[config.mk]
export PLATFORM = sky130hd
export DESIGN_NAME = simple_moving_average_flat
export DESIGN_NICKNAME = d
export VERILOG_FILES = /design/src/rtl/core/sma_pkg.sv /design/src/rtl/core/sma_if.sv /design/src/rtl/core/sma_ram.sv /design/src/rtl/core/sma_div.sv /design/src/rtl/core/simple_moving_average.sv /design/src/flat_wrapper.sv
export VERILOG_INCLUDE_DIRS = /design/src /design/src/rtl/core
export SDC_FILE = /design/constraint.sdc
export NUM_CORES = 1
export LEC_CHECK = 0
export ABC_AREA = 1
export BUFFER_PORTS_ARGS = -buffer_cell sky130_fd_sc_hd__buf_2
export CAP_MARGIN = 20
export CORE_MARGIN = 4
export CORE_UTILIZATION = 55
export DETAILED_ROUTE_END_ITERATION = 12
export GPL_ROUTABILITY_DRIVEN = 0
export PLACE_DENSITY_LB_ADDON = 0.1
export RECOVER_POWER = 25
export SYNTH_ARGS = -nofsm -noshare
export SYNTH_HDL_FRONTEND = slang
export SYNTH_SLANG_ARGS = --single-unit
[constraint.sdc]
create_clock -name clk -period 4.4 [get_ports clk]
set_input_delay 0 -clock clk [delete_from_list [all_inputs] [get_ports clk]]
set_output_delay 0 -clock clk [all_outputs]
set_load 0.02 [all_outputs]
[src/rtl/core/simple_moving_average_macros.svh]
// Assertion macros shared by the moving average RTL.
// Needs clk and rst_n in scope at the point of use; no other dependencies.
`ifndef SIMPLE_MOVING_AVERAGE_MACROS_SVH
`define SIMPLE_MOVING_AVERAGE_MACROS_SVH

// same-cycle implication, masked while in reset
`define SMA_ASSERT_NOW(lbl, ante, cons, msg) \
  lbl: assert property (@(posedge clk) disable iff (!rst_n) (ante) |-> (cons)) \
    else $error(msg);

// next-cycle implication, masked while in reset
`define SMA_ASSERT_NEXT(lbl, ante, cons, msg) \
  lbl: assert property (@(posedge clk) disable iff (!rst_n) (ante) |=> (cons)) \
    else $error(msg);

`endif

[src/rtl/core/sma_pkg.sv]
// Shared types and defaults for the moving average block.
// No dependencies; compile first after the macro header.
package sma_pkg;

  localparam int WINDOW_DEF      = 16;
  localparam int SAMPLE_BITS_DEF = 16;

  typedef enum logic [1:0] {
    ST_IDLE,
    ST_UPDATE,
    ST_DIV
  } sma_state_t;

  // divider status seen by the control FSM
  typedef struct packed {
    logic busy;
    logic done;
  } sma_div_stat_t;

endpackage

[src/rtl/core/sma_if.sv]
// Valid/ready channel interfaces for the moving average block.
// Standalone; widths come from the SAMPLE_BITS parameter.
interface sma_in_if #(
  parameter int SAMPLE_BITS = 16
);
  logic                          valid;
  logic                          ready;
  logic signed [SAMPLE_BITS-1:0] sample;

  modport source (output valid, output sample, input ready);
  modport sink   (input valid, input sample, output ready);
endinterface

interface sma_out_if #(
  parameter int SAMPLE_BITS = 16
);
  logic                          valid;
  logic                          ready;
  logic signed [SAMPLE_BITS-1:0] average;

  modport source (output valid, output average, input ready);
  modport sink   (input valid, input average, output ready);
endinterface

[src/rtl/core/sma_ram.sv]
// Generic single-write, single-read synchronous RAM, registered read.
// No dependencies.
module sma_ram #(
  parameter  int WIDTH     = 16,
  parameter  int DEPTH     = 16,
  localparam int ADDR_BITS = (DEPTH > 1) ? $clog2(DEPTH) : 1
) (
  input  logic                 clk,
  input  logic                 we,
  input  logic [ADDR_BITS-1:0] waddr,
  input  logic [WIDTH-1:0]     wdata,
  input  logic                 re,
  input  logic [ADDR_BITS-1:0] raddr,
  output logic [WIDTH-1:0]     rdata
);

  logic [WIDTH-1:0] mem [DEPTH];
  logic [WIDTH-1:0] rdata_r;

  always_ff @(posedge clk) begin
    if (we) begin
      mem[waddr] <= wdata;
    end
    if (re) begin
      rdata_r <= mem[raddr];
    end
  end

  assign rdata = rdata_r;

endmodule

[src/rtl/core/sma_div.sv]
// Radix-2 restoring divider: signed dividend by unsigned nonzero divisor,
// one quotient bit per cycle, result truncated toward zero. Uses sma_pkg.
module sma_div #(
  parameter int DIVIDEND_BITS = 20,
  parameter int DIVISOR_BITS  = 5,
  parameter int QUO_BITS      = 16
) (
  input  logic                            clk,
  input  logic                            rst_n,
  input  logic                            start,
  input  logic signed [DIVIDEND_BITS-1:0] dividend,
  input  logic [DIVISOR_BITS-1:0]         divisor,
  output logic signed [QUO_BITS-1:0]      quotient,
  output sma_pkg::sma_div_stat_t          stat
);
  import sma_pkg::*;

  localparam int CNT_BITS = $clog2(DIVIDEND_BITS + 1);

  logic                     busy_r, busy_nxt;
  logic                     done_r, done_nxt;
  logic [CNT_BITS-1:0]      cnt_r, cnt_nxt;
  logic [DIVIDEND_BITS-1:0] mag_r, mag_nxt;
  logic [DIVISOR_BITS-1:0]  rem_r, rem_nxt;
  logic [DIVISOR_BITS-1:0]  den_r, den_nxt;
  logic                     neg_r, neg_nxt;

  logic [DIVIDEND_BITS-1:0] dvd_u;
  logic [DIVISOR_BITS:0]    shifted;
  logic [DIVISOR_BITS:0]    diff;
  logic                     ge;
  logic [QUO_BITS-1:0]      q_u;

  assign dvd_u   = dividend;
  assign shifted = {rem_r, mag_r[DIVIDEND_BITS-1]};
  assign diff    = shifted - {1'b0, den_r};
  assign ge      = (shifted >= {1'b0, den_r});

  always_comb begin
    busy_nxt = busy_r;
    done_nxt = done_r;
    cnt_nxt  = cnt_r;
    mag_nxt  = mag_r;
    rem_nxt  = rem_r;
    den_nxt  = den_r;
    neg_nxt  = neg_r;
    if (start) begin
      busy_nxt = 1'b1;
      done_nxt = 1'b0;
      cnt_nxt  = CNT_BITS'(DIVIDEND_BITS);
      mag_nxt  = dvd_u[DIVIDEND_BITS-1] ? (~dvd_u + DIVIDEND_BITS'(1)) : dvd_u;
      rem_nxt  = '0;
      den_nxt  = divisor;
      neg_nxt  = dvd_u[DIVIDEND_BITS-1];
    end else if (busy_r) begin
      // remainder stays below the divisor, so it fits back in DIVISOR_BITS
      rem_nxt = ge ? diff[DIVISOR_BITS-1:0] : shifted[DIVISOR_BITS-1:0];
      mag_nxt = {mag_r[DIVIDEND_BITS-2:0], ge};
      cnt_nxt = cnt_r - CNT_BITS'(1);
      if (cnt_r == CNT_BITS'(1)) begin
        busy_nxt = 1'b0;
        done_nxt = 1'b1;
      end
    end
  end

  always_ff @(posedge clk) begin
    if (!rst_n) begin
      busy_r <= 1'b0;
      done_r <= 1'b0;
      cnt_r  <= '0;
    end else begin
      busy_r <= busy_nxt;
      done_r <= done_nxt;
      cnt_r  <= cnt_nxt;
    end
  end

  always_ff @(posedge clk) begin
    mag_r <= mag_nxt;
    rem_r <= rem_nxt;
    den_r <= den_nxt;
    neg_r <= neg_nxt;
  end

  // |quotient| <= 2^(QUO_BITS-1), so the low bits hold it exactly
  assign q_u       = mag_r[QUO_BITS-1:0];
  assign quotient  = $signed(neg_r ? (~q_u + QUO_BITS'(1)) : q_u);
  assign stat.busy = busy_r;
  assign stat.done = done_r;

endmodule

[src/rtl/core/simple_moving_average.sv]
// Simple moving average top level: ring RAM, running total, serial divider.
// Depends on sma_pkg, sma_in_if/sma_out_if, sma_ram, sma_div and the macro header.
//
// Each accepted item carries one signed sample; the block answers with one
// item holding the mean of the last WINDOW samples (fewer right after reset,
// when the divisor is the number of samples seen so far), truncated toward
// zero. One item is worked on at a time: it passes the UPDATE state, where the
// ring and running total change, then the DIV state until the divider is done.
// The pace is set by the divider, which makes one quotient bit per cycle.
// The result sits in an output register, so a new sample is taken while the
// previous average still waits for the sink. No clearing pass follows reset:
// ring entries not yet written are treated as zero via the fill count.
`include "simple_moving_average_macros.svh"

module simple_moving_average #(
  parameter int WINDOW      = sma_pkg::WINDOW_DEF,
  parameter int SAMPLE_BITS = sma_pkg::SAMPLE_BITS_DEF
) (
  input logic      clk,
  input logic      rst_n,
  sma_in_if.sink   in_chan,
  sma_out_if.source out_chan
);
  import sma_pkg::*;

  localparam int SLOT_BITS = (WINDOW > 1) ? $clog2(WINDOW) : 1;
  localparam int CNT_BITS  = $clog2(WINDOW + 1);
  // exact sum of WINDOW samples
  localparam int TOT_BITS  = SAMPLE_BITS + $clog2(WINDOW);

  sma_state_t state_r, state_nxt;

  logic signed [SAMPLE_BITS-1:0] sample_r, sample_nxt;
  logic [SLOT_BITS-1:0]          slot_r, slot_nxt;
  logic [CNT_BITS-1:0]           fill_r, fill_nxt;
  logic signed [TOT_BITS-1:0]    total_r, total_nxt;
  logic                          out_valid_r, out_valid_nxt;
  logic signed [SAMPLE_BITS-1:0] out_avg_r, out_avg_nxt;

  logic in_fire;
  logic in_ready;
  logic ram_re;
  logic ram_we;
  logic div_start;
  logic out_load;
  logic ring_full;

  logic [SAMPLE_BITS-1:0]        ram_rdata;
  logic signed [SAMPLE_BITS-1:0] old_s;
  logic signed [SAMPLE_BITS-1:0] div_quo;
  sma_div_stat_t                 div_stat;

  assign in_fire   = in_chan.valid && in_ready;
  assign ring_full = (fill_r == CNT_BITS'(WINDOW));

  // Ring storage. Read at accept, written back in the UPDATE state that follows;
  // the FSM never overlaps a read and a write of the same item.
  sma_ram #(
    .WIDTH (SAMPLE_BITS),
    .DEPTH (WINDOW)
  ) u_ring (
    .clk   (clk),
    .we    (ram_we),
    .waddr (slot_r),
    .wdata (sample_r),
    .re    (ram_re),
    .raddr (slot_r),
    .rdata (ram_rdata)
  );

  // slot == fill until the ring is full, so an unfilled slot reads as zero
  assign old_s = ring_full ? $signed(ram_rdata) : '0;

  sma_div #(
    .DIVIDEND_BITS (TOT_BITS),
    .DIVISOR_BITS  (CNT_BITS),
    .QUO_BITS      (SAMPLE_BITS)
  ) u_div (
    .clk      (clk),
    .rst_n    (rst_n),
    .start    (div_start),
    .dividend (total_nxt),
    .divisor  (fill_nxt),
    .quotient (div_quo),
    .stat     (div_stat)
  );

  // next state
  always_comb begin
    state_nxt = state_r;
    unique case (state_r)
      ST_IDLE:   if (in_fire) state_nxt = ST_UPDATE;
      ST_UPDATE: state_nxt = ST_DIV;
      ST_DIV:    if (out_load) state_nxt = ST_IDLE;
      default:   state_nxt = ST_IDLE;
    endcase
  end

  // FSM outputs
  always_comb begin
    in_ready  = 1'b0;
    ram_re    = 1'b0;
    ram_we    = 1'b0;
    div_start = 1'b0;
    out_load  = 1'b0;
    unique case (state_r)
      ST_IDLE: begin
        in_ready = 1'b1;
        ram_re   = in_chan.valid;
      end
      ST_UPDATE: begin
        ram_we    = 1'b1;
        div_start = 1'b1;
      end
      ST_DIV: begin
        // hand the quotient over once the output register is free
        out_load = div_stat.done && (!out_valid_r || out_chan.ready);
      end
      default: ;
    endcase
  end

  // datapath next values
  always_comb begin
    sample_nxt    = in_fire ? in_chan.sample : sample_r;
    slot_nxt      = slot_r;
    fill_nxt      = fill_r;
    total_nxt     = total_r;
    out_avg_nxt   = out_avg_r;
    out_valid_nxt = out_valid_r;
    if (state_r == ST_UPDATE) begin
      // drop the overwritten entry, add the new one
      total_nxt = total_r - TOT_BITS'(old_s) + TOT_BITS'(sample_r);
      slot_nxt  = (slot_r == SLOT_BITS'(WINDOW - 1)) ? '0 : slot_r + SLOT_BITS'(1);
      fill_nxt  = ring_full ? fill_r : fill_r + CNT_BITS'(1);
    end
    if (out_chan.ready) begin
      out_valid_nxt = 1'b0;
    end
    if (out_load) begin
      out_valid_nxt = 1'b1;
      out_avg_nxt   = div_quo;
    end
  end

  always_ff @(posedge clk) begin
    if (!rst_n) begin
      state_r     <= ST_IDLE;
      slot_r      <= '0;
      fill_r      <= '0;
      total_r     <= '0;
      out_valid_r <= 1'b0;
    end else begin
      state_r     <= state_nxt;
      slot_r      <= slot_nxt;
      fill_r      <= fill_nxt;
      total_r     <= total_nxt;
      out_valid_r <= out_valid_nxt;
    end
  end

  always_ff @(posedge clk) begin
    sample_r  <= sample_nxt;
    out_avg_r <= out_avg_nxt;
  end

  assign in_chan.ready    = in_ready;
  assign out_chan.valid   = out_valid_r;
  assign out_chan.average = out_avg_r;

  `SMA_ASSERT_NEXT(a_accept_to_update, in_chan.valid && in_chan.ready,
                   state_r == ST_UPDATE, "accepted item did not reach UPDATE")
  `SMA_ASSERT_NEXT(a_update_starts_div, state_r == ST_UPDATE,
                   div_stat.busy && !div_stat.done, "divider not started on update")
  `SMA_ASSERT_NOW(a_slot_tracks_fill, !ring_full,
                  slot_r == SLOT_BITS'(fill_r), "write slot out of step with fill count")
  `SMA_ASSERT_NOW(a_fill_bound, 1'b1,
                  fill_r <= CNT_BITS'(WINDOW), "fill count beyond window")

endmodule

[src/flat_wrapper.sv]
// flat-port wrapper written by rule: the top's interface ports become plain ports
module simple_moving_average_flat import sma_pkg::*;
#(
  parameter int WINDOW      = sma_pkg::WINDOW_DEF,
  parameter int SAMPLE_BITS = sma_pkg::SAMPLE_BITS_DEF
)
  (clk, rst_n, in_chan_valid, in_chan_sample, in_chan_ready, out_chan_valid, out_chan_average, out_chan_ready);
  sma_in_if #(.SAMPLE_BITS(SAMPLE_BITS)) in_chan_i ();
  sma_out_if #(.SAMPLE_BITS(SAMPLE_BITS)) out_chan_i ();
  input logic clk;
  input logic rst_n;
  input wire logic [$bits(in_chan_i.valid)-1:0] in_chan_valid;
  input wire logic [$bits(in_chan_i.sample)-1:0] in_chan_sample;
  output wire logic [$bits(in_chan_i.ready)-1:0] in_chan_ready;
  output wire logic [$bits(out_chan_i.valid)-1:0] out_chan_valid;
  output wire logic [$bits(out_chan_i.average)-1:0] out_chan_average;
  input wire logic [$bits(out_chan_i.ready)-1:0] out_chan_ready;
  assign in_chan_i.valid = in_chan_valid;
  assign in_chan_i.sample = in_chan_sample;
  assign in_chan_ready = in_chan_i.ready;
  assign out_chan_valid = out_chan_i.valid;
  assign out_chan_average = out_chan_i.average;
  assign out_chan_i.ready = out_chan_ready;
  simple_moving_average #(.WINDOW(WINDOW), .SAMPLE_BITS(SAMPLE_BITS)) u_core (.clk(clk), .rst_n(rst_n), .in_chan(in_chan_i), .out_chan(out_chan_i));
endmodule
# After elaboration in Yosys (flattened, before gate mapping)
# Memories as Yosys holds them, arrays and structs flattened. A register that Yosys moved wholly into a read port is not among the register bits.
# Cells that the tools add are included.
# W data, S select, Z words.
[classes]
n_addsub = 8
n_reduce_logical = 10
eq_ne = 7
n_lt_le_gt_ge = 1
bitwise = 3
mux = 26
[op_table]
columns = ["operator", "n"]
rows = [
  ["$mux W20", 4],
  ["$mux W16", 2],
  ["$mux W5", 5],
  ["$add A20 B1 Y20 const B", 1],
  ["$add A20 B16 Y20", 1],
  ["$not A20 Y20", 1],
  ["$sub A20 B16 Y20", 1],
  ["$add A16 B1 Y16 const B", 1],
  ["$not A16 Y16", 1],
  ["$mux W1", 11],
  ["$ge A6 B5 Y1", 1],
  ["$pmux W2 S3", 1],
  ["$add A5 B1 Y5 const B", 1],
  ["$eq A5 B1 Y1 const B", 1],
  ["$eq A5 B5 Y1 const B", 1],
  ["$sub A5 B1 Y5 const B", 1],
  ["$sub A5 B5 Y5", 1],
  ["$add A4 B1 Y4 const B", 1],
  ["$eq A4 B4 Y1 const B", 1],
  ["$mux W2", 2],
  ["$mux W4", 1],
  ["$ne A2 B1 Y1 const B", 2],
  ["$reduce_and A2 Y1", 2],
  ["$reduce_bool A2 Y1", 2],
  ["other kinds (8)", 9],
]
[totals]
memories = 1
word_cells = 71
ram_bits = 256
reg_bits = 102
out_inout_bits = 18
inputBits = 20
[mem_list]
columns = ["name", "words", "width", "rd", "rd_ports_with_merged_regs", "write_ports", "line_no", "rtl"]
rows = [
  ["u_core.u_ring.mem", 16, 16, 1, 1, 1, "sma_ram.sv:17", "logic [WIDTH-1:0] mem [DEPTH];"],
]

# Longest topological paths before layout
# Gate-level depths: netlist of run 1.
[depth]
depth_word = 9
ltp_mapped = 25
mapped_depth_nobuf = 25

# Modules after synthesis
# A second synthesis of run 1 with hierarchy kept.
[hier_totals]
cells_unflattened = 2025
area_unflattened_um2 = 18527.8
[modules_own_cells]
columns = ["module", "area_per_inst_um2", "cells_each", "instances", "seq_area_each_um2"]
rows = [
  ["sma_ram", 11541.1, 1074, 1, 8167.8],
  ["simple_moving_average", 4296.6, 585, 1, 1601.5],
  ["sma_div", 2690.1, 366, 1, 1021.0],
]

# Worst setup path before layout of run 1
# Ideal clock, no wire load.
[synth_timing]
path_type = "register -> register"
start = "register u_core.fill_r[0]"
end = "register u_core.u_div.mag_r[11] (data pin)"
path_stages_with_launch = 23
period_less_slack_ns = 3.534
arrival_ns = 3.272
n_path_buf = 2
setup_ns = 0.262
required_time_ns = 4.138
slack_ns = 0.866
cell_sequence = "dfxtp_1 > inv_1 > ha_1 > nand4_4 > buf_1 > nor2_1 > fa_1 > inv_1 > ha_1 > nand2_2 > inv_1 > a21oi_1 > nand2_1 > nand3_2 > nand2_2 > a21o_1 > nand2_1 > nand3_2 > nand2_1 > buf_6 > inv_1 > o21bai_1 > nand3_1"
[synth_between]
elab_chain_cells = 9
[synth_rtl]
columns = ["element", "line_no", "rtl"]
rows = [
  ["start: declaration", "simple_moving_average.sv:35", "logic [CNT_BITS-1:0] fill_r, fill_nxt;"],
  ["start signal: assignment", "simple_moving_average.sv:156", "fill_r <= fill_nxt;"],
  ["$eq A5 B5 Y1 (*)", "simple_moving_average.sv:54", "assign ring_full = (fill_r == CNT_BITS'(WINDOW));"],
  ["$mux W16 (*)", "simple_moving_average.sv:72", "assign old_s = ring_full ? $signed(ram_rdata) : '0;"],
  ["$sub A20 B16 Y20 (*)", "simple_moving_average.sv:133", "total_nxt = total_r - TOT_BITS'(old_s) + TOT_BITS'(sample_r);"],
  ["$add A20 B16 Y20 (*)", "simple_moving_average.sv:133", ""],
  ["$mux W20 (*)", "simple_moving_average.sv:131", "if (state_r == ST_UPDATE) begin"],
  ["$not A20 Y20", "sma_div.sv:51", "mag_nxt = dvd_u[DIVIDEND_BITS-1] ? (~dvd_u + DIVIDEND_BITS'(1)) : dvd_u;"],
  ["$add A20 B1 Y20", "sma_div.sv:51", ""],
  ["$mux W20 (*)", "sma_div.sv:51", ""],
  ["$mux W20 (*)", "sma_div.sv:47", "if (start) begin"],
  ["named net u_core.u_div.mag_nxt[11]", "sma_div.sv:23", "logic [DIVIDEND_BITS-1:0] mag_r, mag_nxt;"],
  ["end signal: assignment", "sma_div.sv:80", "mag_r <= mag_nxt;"],
  ["end: declaration", "sma_div.sv:23", ""],
]
# The timed path passes the listed nets; every way through them passes the cells marked *.
# A chain may end at the register's enable or synchronous reset.

# Worst setup path after layout of run 1
[layout_timing]
start = "register u_core.fill_r[0]"
end = "register u_core.u_div.mag_r[17] (data pin)"
# Same word-level chain as after synthesis.

==> impl_metrics.tcl, run 1 <==
set metrics [dict create \
    final_core_util 0.632 \
    rsz0062_at_grt "false" \
    clkSlewWorstSetupHoldPaths_ns 0.06 \
    yosys_warnings 0 \
    ant_nets 0 \
    leakagePower_uw 0.00761 \
    fin_crit_sh 0.920 \
    final-seq-area_um2 10800 \
    postSynthAreaPerCell_um2 10.3 \
    worstReg2RegEnd "u_core.u_div.mag_r[17]" \
    hold_path.class "primary input to register" \
    synth_edf_count 330 \
    grt-ovfl-total 0 \
    h-tree-depth 2 \
    diodes 0 \
    drt-vias-per-instance 5.59 \
    worst_clock_skew_ns 0.0289 \
    fill_cells 2495 \
    start_util 0.562 \
    end_kind "register" \
    setup_tns_ns 0 \
    ys_async_sr_fraction 0 \
    dr.first_iter.drc_count 1191 \
    multi_input_area_um2 5530 \
    final_nets 1838 \
    dieWidth_um 185 \
    synth_ff_type "edfxtp_1" \
    finalSetupViolations 0 \
    crit_path_max_fanout 18 \
    grt_pass1_wl_um 64200 \
    total_power_uw 8660 \
    cp.arrival_ns 4.33 \
    syn_to_final_growth_pct 12.5 \
    ir_worst_vdd_v 0.000370 \
    outcome "finished clean" \
    netlist_instances 1690 \
    grt_max_degree 87 \
    synthesis.area_um2 17300 \
    grt_pass1_vias 11800 \
    yosys.cell_types.count 46 \
    drc_errors 0 \
    syn_nets 1765 \
    min_path_cells 2 \
    ys_seq_area_frac 0.623 \
    reg2reg_depth 25 \
    wl_um 41100 \
    core_area_um2 30800 \
    cts_tree "built" \
    post-cts-setup-buffers 0 \
    track_usage 0.241 \
    slew_headroom 0.218 \
    drive_above_1_share 0.0950 \
    start_kind "register" \
    synth-seq-cells 374 \
    cts_buffers 40 \
    maxCapViolations 0 \
    drtPass1Iterations 5 \
    die_h_um 185 \
    clk_latency_ns 0.55 \
    cts_root_buf "clkbuf_16" \
    detail_route.wl_per_cell_um 18.8 \
    min_from "in_chan_sample[2]" \
    cts.sink_count 374 \
    io_buffers 37 \
    rrSetupSlack_ns 0.35 \
    antenna_found_initial 0 \
    place_hpwl_um 25600 \
    routed-via-count 12200 \
    max_freq_mhz 247 \
    std_cell_rows 64 \
    powerDensity_nw_per_um2 445 \
    maxSlewViolCount 0 \
    critPathKind "register to register" \
    hold_viol 0 \
    clock_path_buffers 3 \
    dieArea_um2 34400 \
    timing.rr.start "u_core.fill_r[0]" \
    holdPathEnd "u_core.sample_r[2]" \
    cp_data_required_time_ns 4.68 \
    worstSetupStartpoint "u_core.fill_r[0]" \
    tightest_slew_ns 1.17 \
    boundaryPins 38 \
    period_needed_ns 4.05 \
]
## Yosys cell counts, types with 2 or more instances
cell type | instances | area, um^2
nand4_1 | 23 | 144
a21o_1 | 3 | 22.5
ha_1 | 35 | 438
inv_1 | 204 | 766
a31oi_1 | 2 | 12.5
o21ai_1 | 3 | 15.0
and2_1 | 2 | 12.5
nor3_1 | 13 | 65.1
nand3_2 | 6 | 60.1
nor4_1 | 5 | 31.3
o31ai_1 | 2 | 15.0
or2_2 | 5 | 31.3
fa_1 | 20 | 400
edfxtp_1 | 330 | 9910
nand2_2 | 9 | 56.3
o21bai_1 | 3 | 22.5
a21oi_1 | 38 | 190
nor2_1 | 238 | 893
nand2_1 | 297 | 1110
o211ai_1 | 4 | 30.0
nand3b_1 | 4 | 30.0
xnor2_1 | 5 | 43.8
nor2_4 | 2 | 22.5
nor2_2 | 4 | 25.0
buf_1 | 3 | 11.3
o22ai_1 | 66 | 413
dfxtp_1 | 44 | 881
o21ai_0 | 156 | 781
clkbuf_1 | 52 | 195
or2_1 | 2 | 12.5
buf_2 | 9 | 45.0
nand2_4 | 2 | 22.5
buf_6 | 2 | 22.5
nand3_1 | 70 | 350
xor2_1 | 16 | 140
## what timing repair did
action | 4_1_cts | 5_1_grt
resized for setup | 0 | 2
endpoints found under the setup margin | 0 | 2
hold endpoints to repair | 28 | 0
hold buffers | 19 | 0
## stage by stage
| stage | worst slack, ns | hold WS (ns) | area (um^2) | instances |
|---|---|---|---|---|
| after CTS | 0.230 | 0.139 | 19500 | 2185 |
| final | 0.351 | 0.166 | 19500 | 2185 |
| after detailed placement | 0.246 | 0.178 | 18100 | 2098 |
| after floorplan | 0.866 | 0.0976 | 17300 | 1690 |
| after global routing | 0.0580 | 0.170 | 19500 | 2185 |
| after global placement | 0.302 | 0.177 | 18100 | 2096 |
## state kept, by name, indices dropped and copies added (netlist names)
| register | cells |
|---|---|
| u_core.out_chan.valid | 1 |
| u_core.u_ring.rdata | 16 |
| u_core.fill_r | 5 |
| u_core.sample_r | 16 |
| u_core.u_div.rem_r | 5 |
| u_core.u_div.mag_r | 20 |
| u_core.u_div.cnt_r | 5 |
| u_core.state_r | 2 |
| u_core.out_chan.average | 16 |
| u_core.u_div.done_r | 1 |
| u_core.u_ring.mem | 256 |
| u_core.slot_r | 4 |
| u_core.u_div.neg_r | 1 |
| u_core.total_r | 20 |
| u_core.u_div.den_r | 5 |
| u_core.u_div.busy_r | 1 |
## layout by cell type (no fill, tap or decap), types with 5 or more instances in the layout
| cell | n |
|---|---|
| fa_1 | 20 |
| dfxtp_1 | 42 |
| o22ai_1 | 66 |
| nand2_1 | 296 |
| nand2_2 | 10 |
| inv_1 | 202 |
| xnor2_1 | 5 |
| ha_1 | 35 |
| nand3_1 | 70 |
| a21oi_1 | 38 |
| buf_2 | 34 |
| nor2_1 | 224 |
| o21ai_0 | 156 |
| nor4_1 | 5 |
| clkbuf_1 | 23 |
| or2_2 | 5 |
| clkinv_2 | 6 |
| nand3_2 | 6 |
| clkbuf_16 | 40 |
| xor2_1 | 16 |
| nor3_1 | 11 |
| edfxtp_1 | 330 |
| dlygate4sd3_1 | 19 |
| clkinv_1 | 7 |
| buf_4 | 31 |
| nor2_2 | 18 |
| nand4_1 | 23 |
## routing by layer
| metal | vias to the layer above | wire (um) | GRT usage |
|---|---|---|---|
| met5 | - | 0 | 0 |
| li1 | 5895 | - | - |
| met2 | 444 | 19500 | 0.399 |
| met1 | 5799 | 17300 | 0.328 |
| met3 | 77 | 3110 | 0.0440 |
| met4 | 0 | 1220 | 0.0760 |
## how the worst max path moves through the flow
stage          cells past startpoint  slack (ns)                      to
3_3_place_gp                      16        0.30   u_core.u_div.mag_r[1]
2_1_floorplan                     22        0.87  u_core.u_div.mag_r[11]
4_1_cts                           16        0.23   u_core.u_div.mag_r[1]
3_5_place_dp                      16        0.25   u_core.u_div.mag_r[1]
6_report                          25        0.35  u_core.u_div.mag_r[17]
5_1_grt                           23        0.06  u_core.u_div.mag_r[14]
## final cells by class
type | count | share of cell area
Multi-Input combinational cell | 1044 | 0.284
Clock buffer | 52 | 0.0537
Timing Repair Buffer | 97 | 0.0345
Sequential cell | 374 | 0.554
Tap cell | 396 | 0.0254
Inverter | 206 | 0.0400
Clock inverter | 16 | 0.00848
## worst max-delay path, cell delays in order, from the launching register on
cell	delay, ns
dfxtp_1	0.31
inv_1	0.10
ha_1	0.20
nand4_4	0.26
nor2_1	0.21
ha_1	0.25
inv_1	0.06
ha_1	0.24
inv_1	0.09
fa_1	0.40
inv_1	0.12
nand3_1	0.11
nand2_2	0.13
nand2_1	0.08
nand2_1	0.13
nand2_2	0.09
nand3_2	0.09
nand2_1	0.06
nor2_1	0.21
nand2_1	0.13
nor2_4	0.18
nand3_2	0.11
nand2_1	0.07
nand2_1	0.05
nand3_1	0.06
nand2_1	0.05
## where the power goes
part	leakage (uW)	switching, uW	total [uW]	internal [uW]
Sequential	0.00336	112	4140	4030
Combinational	0.00366	917	1380	463
Clock	0.000586	1340	3140	1800
Total	0.00761	2370	8660	6290
## kinds of logic after synthesis
logic type | count (synthesis) | synth area share
fa+ha+maj | 55 | 0.0484
compound gates | 283 | 0.0896
buf+inv | 272 | 0.0607
simple gates | 684 | 0.167
flops | 374 | 0.623
mux | 1 | 0.000578
xor+xnor | 21 | 0.0106
(Power assumes the default switching activity.)
==> run 2, diff against run 1 <==
--- a/config.mk
+++ b/config.mk
@@ -7,11 +7,11 @@
 export NUM_CORES = 1
 export LEC_CHECK = 0
 export ABC_AREA = 1
-export BUFFER_PORTS_ARGS = -buffer_cell sky130_fd_sc_hd__buf_2
 export CAP_MARGIN = 20
 export CORE_MARGIN = 4
 export CORE_UTILIZATION = 55
 export DETAILED_ROUTE_END_ITERATION = 12
+export DONT_BUFFER_PORTS = 1
 export GPL_ROUTABILITY_DRIVEN = 0
 export PLACE_DENSITY_LB_ADDON = 0.1
 export RECOVER_POWER = 25
==> run 2 against run 1 <==
Against the previous run: global-route usage about the same; register-to-register slack better by 0.03 ns; core utilization down 0.38 points; cell count is 1.5% lower; worst hold slack got worse by 0.080 ns; worst setup slack better by 0.028 ns; clock skew is 0.0044 ns lower; routed wire length fell by 0.57%; final area fell by 0.60%; die area is the same; combinational power is essentially flat; total power grew 0.45%.
==> impl_metrics.tcl, run 2 (synthesis results as in run 1) <==
set metrics [dict create \
    final_common_cell "edfxtp_1" \
    reg2reg_depth 18 \
    hold_path.class "primary input to register" \
    core_area_um2 30800 \
    start_kind "register" \
    layout_common_cells "edfxtp_1, nand2_1, nor2_1" \
    std_cell_rows 64 \
    h-tree-depth 2 \
    final_core_util 0.628 \
    detail_route.wl_per_cell_um 19.0 \
    final-seq-area_um2 10800 \
    dieArea_um2 34400 \
    max_freq_mhz 249 \
    finalSetupViolations 0 \
    die_h_um 185 \
    final_nets 1803 \
    drt-vias-per-instance 5.60 \
    start_util 0.562 \
    cts.sink_count 374 \
    rsz0062_at_grt "false" \
    total_power_uw 8700 \
    boundaryPins 38 \
    drtPass1Iterations 5 \
    fin_crit_sh 0.914 \
    clock_path_buffers 3 \
    worstReg2RegEnd "u_core.u_div.mag_r[1]" \
    timing.rr.start "u_core.sample_r[6]" \
    grt_max_degree 102 \
    cts_tree "built" \
    ir_worst_vdd_v 0.000408 \
    leakagePower_uw 0.00749 \
    drc_errors 0 \
    setup_tns_ns 0 \
    min_path_cells 1 \
    cts_root_buf "clkbuf_16" \
    post-cts-setup-buffers 0 \
    cts_buffers 40 \
    grt_pass1_vias 11500 \
    tightest_slew_ns 1.07 \
    track_usage 0.241 \
    rrSetupSlack_ns 0.38 \
    syn_to_final_growth_pct 11.8 \
    outcome "finished clean" \
    critPathKind "register to register" \
    powerDensity_nw_per_um2 449 \
    cp_data_required_time_ns 4.66 \
    place_hpwl_um 25400 \
    holdPathEnd "u_core.sample_r[9]" \
    maxCapViolations 0 \
    timing.hold.ws_ns 0.0858 \
    cp.arrival_ns 4.28 \
    min_from "in_chan_sample[9]" \
    clkSlewWorstSetupHoldPaths_ns 0.06 \
    maxSlewViolCount 0 \
    hold_viol 0 \
    drive_above_1_share 0.0798 \
    dieWidth_um 185 \
    worst_clock_skew_ns 0.0245 \
    routed-via-count 12100 \
    crit_path_max_fanout 17 \
    slew_headroom 0.285 \
    multi_input_area_um2 5540 \
    grt_pass1_wl_um 64100 \
    grt-ovfl-total 0 \
    io_buffers 0 \
    largest_reg_flops 256 \
    dr.first_iter.drc_count 1138 \
    end_kind "register" \
    antenna_found_initial 1 \
    ant_nets 0 \
    period_needed_ns 4.02 \
    fill_cells 2510 \
    reg_top3 "u_core.u_ring.mem: 256 flops, u_core.total_r: 20 flops, u_core.u_div.mag_r: 20 flops" \
    clk_latency_ns 0.55 \
    largest_register "u_core.u_ring.mem" \
    wl_um 40900 \
]
## run 2: area by class of cell
cell class / instances / area share
sequential: 374 / 0.557
antenna: 1 / 0.000129
tap: 396 / 0.0256
clock inverter: 19 / 0.0105
clock buffer: 50 / 0.0536
multi-input combinational: 1044 / 0.286
timing repair buffer: 62 / 0.0266
inverter: 206 / 0.0402
## run 2: how the worst max path moves through the flow
stage                  startpoint                     end  cells past startpoint  slack (ns)
2_1_floorplan    u_core.fill_r[0]  u_core.u_div.mag_r[11]                     22        0.87
3_3_place_gp     u_core.fill_r[0]   u_core.u_div.mag_r[1]                     16        0.24
3_5_place_dp     u_core.fill_r[0]   u_core.u_div.mag_r[1]                     16        0.19
4_1_cts          u_core.fill_r[0]   u_core.u_div.mag_r[1]                     16        0.19
5_1_grt          u_core.fill_r[1]  u_core.u_div.mag_r[14]                     23       0.003
6_report       u_core.sample_r[6]   u_core.u_div.mag_r[1]                     18        0.38
## run 2: worst max-delay path, stage by stage, from the launching register on
cell	delay (ns)
edfxtp_1	0.31
clkbuf_1	0.57
inv_1	0.17
fa_1	0.53
inv_1	0.04
ha_1	0.36
nand2_2	0.11
inv_1	0.06
a21oi_1	0.18
nand2_1	0.14
nand3_2	0.12
nand2_2	0.08
a21o_1	0.17
nand2_1	0.06
nand3_2	0.14
nand2_2	0.23
inv_1	0.18
o22ai_1	0.17
o21ai_0	0.11
## run 2: per-stage QoR
| step | cells | instance area (um^2) | worst slack (ns) |
|---|---|---|---|
| floorplan | 1690 | 17300 | 0.866 |
| global route | 2152 | 19400 | 0.00337 |
| CTS | 2148 | 19300 | 0.192 |
| finish | 2152 | 19400 | 0.378 |
| global placement | 2060 | 17900 | 0.241 |
| detailed placement | 2060 | 17900 | 0.193 |
## run 2: repair_timing
| action | CTS | global route |
|---|---|---|
| gates resized for setup | 0 | 2 |
| endpoints found under the hold margin | 28 | 20 |
| setup endpoints to repair | 0 | 14 |
| hold buffers | 19 | 1 |
## run 2: metal layers
| layer | routed length (um) | global-route usage | vias to the layer above |
|---|---|---|---|
| met5 | 0 | 0 | - |
| met4 | 1090 | 0.0678 | 0 |
| met3 | 2700 | 0.0362 | 64 |
| met2 | 19100 | 0.397 | 404 |
| met1 | 18000 | 0.339 | 5765 |
| li1 | - | - | 5822 |
## run 2: power by group
part,switching (uW),internal (uW)
clock,1330,1860
combinational,924,461
sequential,101,4030
